`src/rtl/mrf_pkg.sv`:
```
// Shared types, codes and constants for the mesh rebroadcast filter.
// No dependencies; imported by mrf_hop_rewrite, mesh_rebroadcast_filter and the testbench.
package mrf_pkg;

  localparam int TRACK_DEPTH_DEF = 16;
  localparam int NUM_CLASSES     = 4;
  localparam int CLS_W           = 2;

  localparam logic [2:0] MAX_HOPS        = 3'd7;
  localparam logic [2:0] LATE_TELEM_HOPS = 3'd2;

  // node roles; codes above ROLE_OTHER behave as a plain client
  localparam logic [2:0] ROLE_CLIENT      = 3'd0;
  localparam logic [2:0] ROLE_CLIENT_MUTE = 3'd1;
  localparam logic [2:0] ROLE_ROUTER      = 3'd2;
  localparam logic [2:0] ROLE_ROUTER_LATE = 3'd3;
  localparam logic [2:0] ROLE_REPEATER    = 3'd4;
  localparam logic [2:0] ROLE_OTHER       = 3'd5;

  // packet classes
  localparam logic [2:0] CLS_ENCRYPTED = 3'd0;
  localparam logic [2:0] CLS_TELEMETRY = 3'd1;
  localparam logic [2:0] CLS_POSITION  = 3'd2;
  localparam logic [2:0] CLS_NODEINFO  = 3'd3;
  localparam logic [2:0] CLS_DECODED   = 3'd4;

  // configuration register indexes
  localparam logic [1:0] REG_NODE_ROLE     = 2'd0;
  localparam logic [1:0] REG_REBCAST_EN    = 2'd1;
  localparam logic [1:0] REG_ENC_TIMEOUT   = 2'd2;
  localparam logic [1:0] REG_DEC_TIMEOUT   = 2'd3;

  localparam logic [31:0] ENC_TIMEOUT_RST = 32'd600000;
  localparam logic [31:0] DEC_TIMEOUT_RST = 32'd300000;

  typedef enum logic [2:0] {
    V_FORWARDED  = 3'd0,
    V_BLOCKED    = 3'd1,
    V_INELIGIBLE = 3'd2,
    V_ZERO_ID    = 3'd3,
    V_NOT_REBC   = 3'd4,
    V_RATE_LIM   = 3'd5
  } verdict_t;

  typedef enum logic [1:0] {
    ST_IDLE,
    ST_SCAN,
    ST_DONE
  } state_t;

  // hop rewrite request: role summary and the captured hop fields
  typedef struct packed {
    logic       router;
    logic       late;
    logic [2:0] cls;
    logic [2:0] hops_left;
    logic [2:0] hops_origin;
  } hop_ctl_t;

  typedef struct packed {
    logic [2:0] hops_left;
    logic [2:0] hops_origin;
  } hop_res_t;

endpackage

```
`src/rtl/mesh_rebroadcast_filter.sv`:
```
// A word that needs a per-source table check scans its class table through the
// single read port of the source/time memory and stops early on a hit; any other
// word goes straight to the done state. No new word is taken until the result of
// the last one has been loaded into the output register.
// Reset clears valid bits, insert pointers, configuration and control registers;
// the captured word, memory read data and output data are not reset.
module mesh_rebroadcast_filter #(
  parameter int TRACK_DEPTH = mrf_pkg::TRACK_DEPTH_DEF
) (
  input  logic        clk,
  input  logic        rst,
  input  logic        cfg_we,
  input  logic [1:0]  cfg_index,
  input  logic [31:0] cfg_data,
  input  logic        s_tvalid,
  output logic        s_tready,
  // now_ms[31:0], source_node[63:32], hops_left[66:64], hops_origin[69:67],
  // addressed_to_us[70], sent_by_us[71], id_is_zero[72], source_blocked[73],
  // has_flag_word[74], mqtt_ok_in[75], zero fill[79:76]
  input  logic [79:0] s_tdata,
  // packet_class[2:0]
  input  logic [2:0]  s_tuser,
  output logic        m_tvalid,
  input  logic        m_tready,
  // forward[0], verdict[3:1], new_hops_left[6:4], new_hops_origin[9:7],
  // mqtt_ok_out[10], zero fill[15:11]
  output logic [15:0] m_tdata
);
  import mrf_pkg::*;

  localparam int IW    = (TRACK_DEPTH > 1) ? $clog2(TRACK_DEPTH) : 1;
  localparam int AW    = CLS_W + IW;
  localparam int MEM_N = NUM_CLASSES << IW;

  // configuration
  logic [2:0]  node_role;
  logic        rebcast_en;
  logic [31:0] enc_timeout;
  logic [31:0] dec_timeout;

  always_ff @(posedge clk) begin
    if (rst) begin
      node_role   <= ROLE_CLIENT;
      rebcast_en  <= 1'b1;
      enc_timeout <= ENC_TIMEOUT_RST;
      dec_timeout <= DEC_TIMEOUT_RST;
    end else if (cfg_we) begin
      case (cfg_index)
        REG_NODE_ROLE:   node_role   <= cfg_data[2:0];
        REG_REBCAST_EN:  rebcast_en  <= cfg_data[0];
        REG_ENC_TIMEOUT: enc_timeout <= cfg_data;
        REG_DEC_TIMEOUT: dec_timeout <= cfg_data;
        default: ;
      endcase
    end
  end

  logic is_router;
  assign is_router = (node_role == ROLE_ROUTER) || (node_role == ROLE_ROUTER_LATE) ||
                     (node_role == ROLE_REPEATER);

  // incoming word fields
  logic [31:0] in_now;
  logic [31:0] in_src;
  logic [2:0]  in_cls;
  logic [2:0]  in_hl;
  logic [2:0]  in_hs;
  logic        in_to_us, in_from_us, in_id_zero, in_blocked, in_flag, in_mqtt;

  assign in_now     = s_tdata[31:0];
  assign in_src     = s_tdata[63:32];
  assign in_hl      = s_tdata[66:64];
  assign in_hs      = s_tdata[69:67];
  assign in_to_us   = s_tdata[70];
  assign in_from_us = s_tdata[71];
  assign in_id_zero = s_tdata[72];
  assign in_blocked = s_tdata[73];
  assign in_flag    = s_tdata[74];
  assign in_mqtt    = s_tdata[75];
  // classes beyond node info all act as other decoded
  assign in_cls     = (s_tuser > CLS_DECODED) ? CLS_DECODED : s_tuser;

  verdict_t early_v;
  logic     needs_scan;

  always_comb begin
    if (in_blocked) begin
      early_v = V_BLOCKED;
    end else if (in_to_us || in_hl == 3'd0 || in_from_us) begin
      early_v = V_INELIGIBLE;
    end else if (in_id_zero) begin
      early_v = V_ZERO_ID;
    end else if (node_role == ROLE_CLIENT_MUTE || !rebcast_en) begin
      early_v = V_NOT_REBC;
    end else begin
      early_v = V_FORWARDED;
    end
  end

  assign needs_scan = (early_v == V_FORWARDED) && is_router && !in_cls[2];

  // captured word
  logic [31:0] now_q;
  logic [31:0] src_q;
  logic [2:0]  cls_q;
  logic [2:0]  hl_q;
  logic [2:0]  hs_q;
  logic        mqtt_q;
  verdict_t    res_verdict;
  verdict_t    res_next;

  // control
  state_t        state;
  state_t        state_next;
  logic [IW:0]   rd_cnt;
  logic          cmp_vld;
  logic [IW-1:0] cmp_idx;
  logic [IW-1:0] ins_ptr [NUM_CLASSES];
  logic [MEM_N-1:0] entry_valid;

  logic          mem_re;
  logic          mem_we;
  logic [AW-1:0] mem_wa;
  logic [AW-1:0] mem_ra;
  logic [63:0]   rd_data;
  logic          set_valid;
  logic          load_out;
  logic          issue;
  logic          hit;
  logic          too_recent;
  logic          last_cmp;
  logic [31:0]   timeout;
  logic [31:0]   age;
  logic [CLS_W-1:0] cls2;
  logic [AW-1:0] cmp_addr;

  assign cls2       = cls_q[CLS_W-1:0];
  assign cmp_addr   = {cls2, cmp_idx};
  assign mem_ra     = {cls2, rd_cnt[IW-1:0]};
  assign issue      = rd_cnt < (IW+1)'(TRACK_DEPTH);
  assign timeout    = (cls_q == CLS_ENCRYPTED) ? enc_timeout : dec_timeout;
  assign age        = now_q - rd_data[31:0];
  assign hit        = cmp_vld && entry_valid[cmp_addr] && (rd_data[63:32] == src_q);
  assign too_recent = age < timeout;
  assign last_cmp   = cmp_vld && (cmp_idx == IW'(TRACK_DEPTH - 1));

  always_ff @(posedge clk) begin
    if (rst) begin
      state <= ST_IDLE;
    end else begin
      state <= state_next;
    end
  end

  always_comb begin
    state_next = state;
    s_tready   = 1'b0;
    mem_re     = 1'b0;
    mem_we     = 1'b0;
    mem_wa     = cmp_addr;
    set_valid  = 1'b0;
    load_out   = 1'b0;
    res_next   = res_verdict;
    case (state)
      ST_IDLE: begin
        s_tready = 1'b1;
        if (s_tvalid) begin
          state_next = needs_scan ? ST_SCAN : ST_DONE;
        end
      end
      ST_SCAN: begin
        mem_re = issue;
        if (hit) begin
          // known source: drop if too recent, else refresh its time
          if (too_recent) begin
            res_next = V_RATE_LIM;
          end else begin
            mem_we = 1'b1;
          end
          state_next = ST_DONE;
        end else if (last_cmp) begin
          mem_we     = 1'b1;
          mem_wa     = {cls2, ins_ptr[cls2]};
          set_valid  = 1'b1;
          state_next = ST_DONE;
        end
      end
      ST_DONE: begin
        if (!m_tvalid || m_tready) begin
          load_out   = 1'b1;
          state_next = ST_IDLE;
        end
      end
      default: state_next = ST_IDLE;
    endcase
  end

  always_ff @(posedge clk) begin
    if (s_tvalid && s_tready) begin
      now_q       <= in_now;
      src_q       <= in_src;
      cls_q       <= in_cls;
      hl_q        <= in_hl;
      hs_q        <= in_hs;
      mqtt_q      <= in_mqtt | in_flag;
      res_verdict <= early_v;
    end else begin
      res_verdict <= res_next;
    end
  end

  always_ff @(posedge clk) begin
    if (rst) begin
      rd_cnt  <= '0;
      cmp_vld <= 1'b0;
    end else if (s_tvalid && s_tready) begin
      rd_cnt  <= '0;
      cmp_vld <= 1'b0;
    end else if (state == ST_SCAN) begin
      cmp_vld <= issue;
      if (issue) begin
        rd_cnt <= rd_cnt + 1'b1;
      end
    end else begin
      cmp_vld <= 1'b0;
    end
  end

  always_ff @(posedge clk) begin
    cmp_idx <= rd_cnt[IW-1:0];
  end

  // valid bits and round-robin insert pointers
  always_ff @(posedge clk) begin
    if (rst) begin
      entry_valid <= '0;
      for (int c = 0; c < NUM_CLASSES; c++) begin
        ins_ptr[c] <= '0;
      end
    end else if (set_valid) begin
      entry_valid[mem_wa] <= 1'b1;
      ins_ptr[cls2] <= (ins_ptr[cls2] == IW'(TRACK_DEPTH - 1)) ? '0
                                                               : ins_ptr[cls2] + 1'b1;
    end
  end

  // source/time memory: {source, time} per entry
  logic [63:0] track_mem [MEM_N];

  always_ff @(posedge clk) begin
    if (mem_we) begin
      track_mem[mem_wa] <= {src_q, now_q};
    end
    if (mem_re) begin
      rd_data <= track_mem[mem_ra];
    end
  end

  // hop rewrite for the forwarded copy
  hop_ctl_t hop_ctl;
  hop_res_t hop_res;

  assign hop_ctl.router      = is_router;
  assign hop_ctl.late        = (node_role == ROLE_ROUTER_LATE);
  assign hop_ctl.cls         = cls_q;
  assign hop_ctl.hops_left   = hl_q;
  assign hop_ctl.hops_origin = hs_q;

  mrf_hop_rewrite u_hop (
    .ctl(hop_ctl),
    .res(hop_res)
  );

  logic fwd;
  assign fwd = (res_verdict == V_FORWARDED);

  always_ff @(posedge clk) begin
    if (rst) begin
      m_tvalid <= 1'b0;
    end else if (load_out) begin
      m_tvalid <= 1'b1;
    end else if (m_tready) begin
      m_tvalid <= 1'b0;
    end
  end

  always_ff @(posedge clk) begin
    if (load_out) begin
      m_tdata <= {5'd0,
                  fwd & mqtt_q,
                  fwd ? hop_res.hops_origin : 3'd0,
                  fwd ? hop_res.hops_left : 3'd0,
                  res_verdict,
                  fwd};
    end
  end

`ifndef SYNTHESIS
  a_we_in_scan: assert property (@(posedge clk) disable iff (rst)
    mem_we |-> state == ST_SCAN)
    else $error("table write outside a scan");

  a_ins_valid: assert property (@(posedge clk) disable iff (rst)
    set_valid |=> entry_valid[$past(mem_wa)])
    else $error("inserted entry not marked valid");

  a_rate_router: assert property (@(posedge clk) disable iff (rst)
    m_tvalid && m_tdata[3:1] == V_RATE_LIM |-> is_router)
    else $error("rate-limited verdict without a router role");

  a_drop_zero: assert property (@(posedge clk) disable iff (rst)
    m_tvalid && !m_tdata[0] |-> m_tdata[10:4] == 7'd0)
    else $error("dropped word carries hop or mqtt fields");
`endif

endmodule

```
`src/rtl/mrf_hop_rewrite.sv`:
```
// Hop limit / hop start rewrite for a forwarded copy.
// Depends on mrf_pkg (hop_ctl_t, hop_res_t, class codes).
module mrf_hop_rewrite (
  input  mrf_pkg::hop_ctl_t ctl,
  output mrf_pkg::hop_res_t res
);
  import mrf_pkg::*;

  always_comb begin
    res.hops_left   = ctl.hops_left;
    res.hops_origin = ctl.hops_origin;
    if (!ctl.router) begin
      res.hops_left = ctl.hops_left - 3'd1;
    end else if (ctl.cls == CLS_ENCRYPTED || ctl.cls == CLS_POSITION) begin
      res.hops_left = ctl.hops_left - 3'd1;
    end else if (ctl.cls == CLS_TELEMETRY) begin
      if (ctl.late) begin
        res.hops_left = (ctl.hops_left > LATE_TELEM_HOPS) ? LATE_TELEM_HOPS
                                                          : ctl.hops_left - 3'd1;
      end
    end else begin
      // other classes: widen the hop start, or trim a full hop limit
      if (ctl.hops_origin < MAX_HOPS) begin
        res.hops_origin = ctl.hops_origin + 3'd1;
      end else if (ctl.hops_left == MAX_HOPS) begin
        res.hops_left = ctl.hops_left - 3'd1;
      end
    end
  end

endmodule

```
`config.mk`:
```
export PLATFORM = sky130hd
export DESIGN_NAME = mesh_rebroadcast_filter
export DESIGN_NICKNAME = d
export VERILOG_FILES = /design/src/rtl/mrf_pkg.sv /design/src/rtl/mesh_rebroadcast_filter.sv /design/src/rtl/mrf_hop_rewrite.sv
export SDC_FILE = /design/constraint.sdc
export NUM_CORES = 2
export LEC_CHECK = 0
export BUFFER_PORTS_ARGS = -buffer_cell sky130_fd_sc_hd__buf_2
export CAP_MARGIN = 20
export CORE_UTILIZATION = 50
export CTS_CLUSTER_DIAMETER = 200
export CTS_CLUSTER_SIZE = 24
export DETAILED_ROUTE_END_ITERATION = 10
export HOLD_SLACK_MARGIN = 0.1
export PLACE_DENSITY_LB_ADDON = 0.08
export SLEW_MARGIN = 20
export SYNTH_ARGS = -nofsm -noshare
export SYNTH_HDL_FRONTEND = slang
export SYNTH_MEMORY_MAX_BITS = 65536
export SYNTH_SLANG_ARGS = --single-unit
```
`constraint.sdc`:
```
create_clock -name clk -period 22.8 [get_ports clk]
set_input_delay 1.14 -clock clk [delete_from_list [all_inputs] [get_ports clk]]
set_output_delay 1.14 -clock clk [all_outputs]
set_load 0.05 [all_outputs]
```
=== Word level (Yosys, flattened, before mapping) ===
Memory sizes are Yosys's and may differ from the RTL's. A register that Yosys moved wholly into a read port is not among the register bits.
Index checks and enable logic that the tools add are counted.
Widths: inputs -> output; s select.

* Flip-flop bits (word level): 233
* Bits in writable memories: 4,112
* Input bits: 122
* Output and inout bits: 18
* Logic and storage cells: 151
* Memories: 2

{| class="wikitable"
|+ Memory list
! memory !! depth !! width !! read ports !! clocked after Yosys merged registers in !! wr ports !! RTL line !! source
|-
| track_mem || 64 || 64 || 1 || 1 || 1 || mesh_rebroadcast_filter.sv:248 || <nowiki>logic [63:0] track_mem [MEM_N];</nowiki>
|-
| ins_ptr || 4 || 4 || 1 || 1 || 4 || mesh_rebroadcast_filter.sv:118 || <nowiki>logic [IW-1:0] ins_ptr [NUM_CLASSES];</nowiki>
|}

* Add/sub/neg operators: 5
* Order comparisons: 8
* Equal/unequal tests: 18
* Multiplexer cells: 59
* Bitwise gates (word level): 3
* Reductions and logical operators: 36

{| class="wikitable"
|+ Operators by type and width
! operator !! number
|-
| $or 64x64->64 || 1
|-
| $mux 3 || 20
|-
| $eq 32x32->1 || 1
|-
| $lt 32x32->1 || 1
|-
| $mux 32 || 1
|-
| $sub 32x32->32 || 1
|-
| $mux 1 || 22
|-
| $mux 4 || 5
|-
| $mux 2 || 8
|-
| $lt 6x7->1 const B || 2
|-
| $logic_not 3->1 || 4
|-
| $reduce_and 2->1 || 5
|-
| $eq 3x2->1 const B || 3
|-
| $eq 4x4->1 const B || 2
|-
| $reduce_bool 2->1 || 4
|-
| $logic_and 1x1->1 || 7
|-
| $logic_or 1x1->1 || 7
|-
| $bmux 1 s6 || 1
|-
| $demux 1 s6 || 1
|-
| $eq 2x2->1 const B || 3
|-
| $eq 3x1->1 const B || 2
|-
| $eq 3x3->1 const B || 2
|-
| $ge 6x1->1 const B || 1
|-
| $pmux 2 s3 || 1
|-
| other kinds (18) || 24
|}

=== Logic depth before layout (Yosys ltp) ===
* Depth in word-level cells: 12
* Gate-level depth with buffers: 22
* Gate-level depth less buffers: 22

=== Modules after synthesis ===
From an unflattened synthesis, not the netlist that was laid out.

* Cell total of the unflattened synthesis: 7,173
* Area, all modules: 169,466.3 sq um

{| class="wikitable"
|+ Modules (own cells, without submodules)
! module !! instances !! cells an instance !! area an instance (sq um) !! sequential area each (sq um)
|-
| mesh_rebroadcast_filter || 1 || 7,130 || 169,164.7 || 130,985.6
|-
| mrf_hop_rewrite || 1 || 43 || 301.5 || 0.0
|}

=== Worst setup path after synthesis ===
OpenSTA, ideal clock, no wires.

* Path type: register to register
* From: reg now_q[10]
* To: mem track_mem[61][0], enable pin
* Setup time: 486 ps
* Arrival: 7,774 ps
* Data required time: 22,314 ps
* Slack: 14,540 ps
* Cell stages (with the launch flop): 20
* Path buffers: 0
* Path through: edfxtp_1 ha_1 a21o_1 a21o_1 a221o_1 a22o_1 a21oi_1 o21ai_0 a311o_1 a21oi_1 xnor2_1 ha_1 nand4_1 nor4_1 nand2_1 a211oi_1 a2111oi_0 o21ai_0 nand4_2 nor2_1

* Word-level cells in the longest chain between the ends: 7

{| class="wikitable"
|+ RTL lines
! element !! RTL line !! source
|-
| start: declaration || mesh_rebroadcast_filter.sv:103 || <nowiki>logic [31:0] now_q;</nowiki>
|-
| start signal: assignment || mesh_rebroadcast_filter.sv:200 || <nowiki>now_q <= in_now;</nowiki>
|-
| $sub 32x32->32 || mesh_rebroadcast_filter.sv:142 || <nowiki>assign age = now_q - rd_data[31:0];</nowiki>
|-
| $lt 32x32->1 || mesh_rebroadcast_filter.sv:144 || <nowiki>assign too_recent = age < timeout;</nowiki>
|-
| $mux 1 || mesh_rebroadcast_filter.sv:175 || <nowiki>if (too_recent) begin</nowiki>
|-
| $mux 1 || mesh_rebroadcast_filter.sv:173 || <nowiki>if (hit) begin</nowiki>
|-
| $mux 1 || mesh_rebroadcast_filter.sv:164 || <nowiki>case (state)</nowiki>
|-
| $mux 1 || mesh_rebroadcast_filter.sv:251 || <nowiki>if (mem_we) begin</nowiki>
|-
| $mux 1 (not written as such) || mesh_rebroadcast_filter.sv:252 || <nowiki>track_mem[mem_wa] <= {src_q, now_q};</nowiki>
|-
| end: declaration || mesh_rebroadcast_filter.sv:248 ||
|}

Every way passes these cells.

=== Worst setup path after layout ===
* From: reg now_q[5]
* To: mem track_mem[60][49], enable pin

The elaborated chain is that of the path after synthesis.

==> summary.txt <==
Global route
  • Gr usage total: approximately a quarter
  • Vias in the first global route: 78023
  • Antenna violations before repair: 33
  • First-pass GRT wire length: 626 mm
  • Total gr overflow: 0
  • Largest net degree at the start of global routing: roughly 130

Critical path
  • Worst EP required: around 23000 ps
  • Crit path max fanout: 65
  • Critical path capture point type: register
  • Reg2Reg Depth: 21
  • Worst R2R End: track_mem[60][49]$_DFFE_PP_
  • R2R Path Start: now_q[5]$_DFFE_PP_
  • Crit-path max cell delay: 990 ps
  • CP Launch Type: register
  • CP max-delay cell: o21ai_0
  • Reg2Reg Setup Slack: approximately 13000 ps
  • Worst path arrival time: 10580 ps
  • Critical path class: reg2reg
  • Cell-by-cell trace of the critical path: buf_4, ha_1, and3_1, a221oi_1, a21oi_1, a21oi_1, o21ai_0, a311o_1, a21oi_1, xnor2_1, ha_1, nand4_1, nor4_1, nand2_1, a211oi_1, a2111oi_2, o21ai_0, nand4_2, nor2_4, buf_4, buf_4

Yosys
  • Synth cell types: 70
  • Post-synthesis adder-cell area fraction: less than 1%
  • Synthesized instance count: ~7200
  • Post-synthesis async set-or-reset flop share: 0%
  • Main combinational cell family by area after synthesis: multiplexers
  • Post-synthesis xor/xnor area fraction: 0.316%
  • Syn_area_per_cell: 23.6 sq um
  • Synth Area in Compound Gates: 1.07%
  • Number of synthesized flops with an enable pin: 4264
  • Cell area after synthesis: about 170000 sq um
  • FF+latch count, synth: roughly 4400
  • Synth warnings: 0
  • Mux contribution to synthesized area: between 10% and 20%
  • Simple-gate share of the synthesized area: ~1.2%
  • Most used DFF post-synth: edfxtp_1
  • Seq/Total Area, Yosys: around 77%

Floorplanning
  • I/O pin cnt: between 100 and 150
  • Row count: 213
  • Die ar.: 341000 sq um
  • Horiz. Die Dim: 584 um
  • CORE AREA: 337000 sq um
  • Starting Density: roughly half
  • DIE HEIGHT: just under 600 um

Clock network
  • Clock-pin slew on the worst setup and hold paths: about 100 ps
  • Hold Buf Count CTS: 0
  • Worst-case clock buffer depth: 4
  • Post-CTS Setup Repair Bufs: 0
  • Clk sink count: ~4400
  • CTS tree: yes
  • Post-CTS sizing: 0
  • Root Buffer: clkbuf_16
  • Worst-Skew Late Latency: 960 ps
  • Cts bufs inserted: between 200 and 250
  • Htree depth: 4

Worst hold path
  • Hold WC Path Type: in2reg
  • WHS Path Cells: 1
  • Min-delay src: s_tdata[30]
  • Worst Hold End: now_q[30]$_DFFE_PP_

Drt
  • Post-Route WL: ~450 mm
  • DRC viols: 0
  • Avg Vias per Cell: around 6.5
  • Avg WL per Cell: between 30 and 40 um
  • ANT nets after route: 0
  • DRT iter0 DRCs: around 10000
  • Via count: 78082
  • Pre-antenna DRT Iters: 5

Timing
  • Worst hold margin: roughly 350 ps
  • Slew Viols, Final: 0
  • Setup violators final: 0
  • Slew @ Worst Pin: ~1200 ps
  • Sum of negative setup slack: 0 ps
  • Rel. slew slack: between 15 and 20%
  • RSZ-0062 raised after global routing: no
  • Worst Skew: a little under 50 ps
  • Crit share post-route: between 40% and 50%
  • Final hold violations: 0
  • Final period demand of the worst path: around 10000 ps
  • Max Fclk: approximately 100 MHz

Pwr
  • Leakage: roughly 53 nW
  • Worst vdd rail ir drop: ~0.066 mV
  • PwrDens: 73.0 nW/um^2

Placed design
  • IO buf count: 130
  • GP Congestion: 0.797
  • Post-DP HPWL: around 240 mm

Cells and area
  • Layout cells sized above 1: between 20% and 30%
  • Area grow syn2layout: 7.71%
  • Filler Cells Inserted: between 20000 and 30000
  • Final #Nets: between 7000 and 8000

Run
  • Max-Cap Viols: 0

Outcome
  • Status: completed
metal layers:
metal	GRT usage, %	up-vias	wire (um)
li1	-	30729	-
met1	39.3	43743	189000
met2	42.9	3195	220000
met3	4.33	413	35600
met4	4.36	2	7720
met5	0	-	13
logic make-up after synthesis:
group | Yosys count
mux | 1415
buf+inv | 494
compound gates | 282
fa+ha+maj | 69
xor+xnor | 61
other cells | 1
flops | 4411
simple gates | 436
cells in the mapped netlist (17+ instances only):
| cell | instances | area share, % |
|---|---|---|
| a21o_1 | 26 | 0.12 |
| mux2i_1 | 59 | 0.35 |
| nand4_1 | 20 | 0.074 |
| o22ai_1 | 61 | 0.23 |
| mux4_2 | 1352 | 18 |
| dfxtp_1 | 147 | 1.7 |
| edfxtp_1 | 4264 | 76 |
| ha_1 | 68 | 0.50 |
| a21oi_1 | 92 | 0.27 |
| buf_1 | 86 | 0.19 |
| nand3_1 | 26 | 0.077 |
| inv_1 | 123 | 0.27 |
| clkbuf_1 | 244 | 0.54 |
| o21ai_0 | 25 | 0.074 |
| nor2_1 | 129 | 0.29 |
| nand3b_1 | 17 | 0.075 |
| nand2_1 | 171 | 0.38 |
| buf_2 | 30 | 0.089 |
| xnor2_1 | 51 | 0.26 |
worst max-delay path, delay by kind of cell, from the launching register on:
| kind | cells | cell delay, ps |
|---|---|---|
| AO/OA/AOI/OAI | 9 | 3550 |
| buffers and inverters | 3 | 1980 |
| XOR/XNOR | 1 | 170 |
| AND/OR/NAND/NOR | 6 | 2540 |
| flip-flops | 1 | 330 |
| adder cells (fa/ha/maj) | 2 | 790 |
final cells by class:
| type | count | area (sq um) | area share [%] |
|---|---|---|---|
| clock buffers | 247 | 5350 | 2.94 |
| clock inverters | 8 | 87.6 | 0.0481 |
| inverters | 123 | 467 | 0.256 |
| diodes | 5 | 12.5 | 0.00686 |
| multi-input cells | 2268 | 36800 | 20.2 |
| flip-flops and latches | 4411 | 131000 | 71.9 |
| repair buffers | 404 | 2880 | 1.58 |
| well taps | 4515 | 5650 | 3.10 |
layout by cell type, fill, tap and decap left out, types with 14 or more instances in the layout:
cell type,instances
nor2_4,66
nor2_1,62
o22ai_1,61
nand3b_1,17
nand3_1,26
inv_1,122
ha_1,68
buf_4,261
nand4_1,20
a21oi_1,92
edfxtp_1,4264
a21o_1,26
nand2_1,170
buf_2,129
xnor2_1,51
mux2i_1,59
o21ai_0,25
nor2b_1,14
clkbuf_1,39
dfxtp_1,143
clkbuf_16,208
mux4_2,1352
a22oi_1,14
state kept, by name (all words and copies together) (netlist names), 11 cells and up, named ones only:
register	cells
m_tdata	11
track_mem	4096
rd_data	64
src_q	32
now_q	32
ins_ptr	16
dec_timeout	32
enc_timeout	32
entry_valid	64
report_power, final:
| group | total [mW] | internal (mW) | switching (mW) |
|---|---|---|---|
| logic | 0.289 | 0.0668 | 0.223 |
| registers | 8.91 | 8.89 | 0.0116 |
| clock network | 4.11 | 1.66 | 2.45 |
worst max-delay path by stage:
stage	startpoint	to	slack (ps)	cells past startpoint
final	now_q[5]$_DFFE_PP_	track_mem[60][49]$_DFFE_PP_	12790	21
after global routing	now_q[5]$_DFFE_PP_	track_mem[60][38]$_DFFE_PP_	12650	21
after CTS	now_q[5]$_DFFE_PP_	track_mem[60][38]$_DFFE_PP_	12820	21
after detailed placement	now_q[5]$_DFFE_PP_	track_mem[60][33]$_DFFE_PP_	12840	21
after global placement	now_q[5]$_DFFE_PP_	track_mem[60][33]$_DFFE_PP_	12860	21
after floorplan	now_q[10]$_DFFE_PP_	track_mem[61][0]$_DFFE_PP_	14540	19
metrics by stage:
stage / utilization [%] / power (mW) / worst slack, ps / cell area (sq um) / std cells
CTS: 54.1 / 13.4 / 12820 / 182000 / 11975
floorplan: - / 9.25 / 14540 / 169000 / 7173
finish: 54.2 / 13.3 / 12790 / 182000 / 11981
global route: 54.1 / 13.7 / 12650 / 182000 / 11978
global placement: 52.5 / 9.37 / 12860 / 177000 / 11717
detailed placement: 52.5 / 9.38 / 12840 / 177000 / 11720
Note: power is estimated with default switching activity, not from simulation.
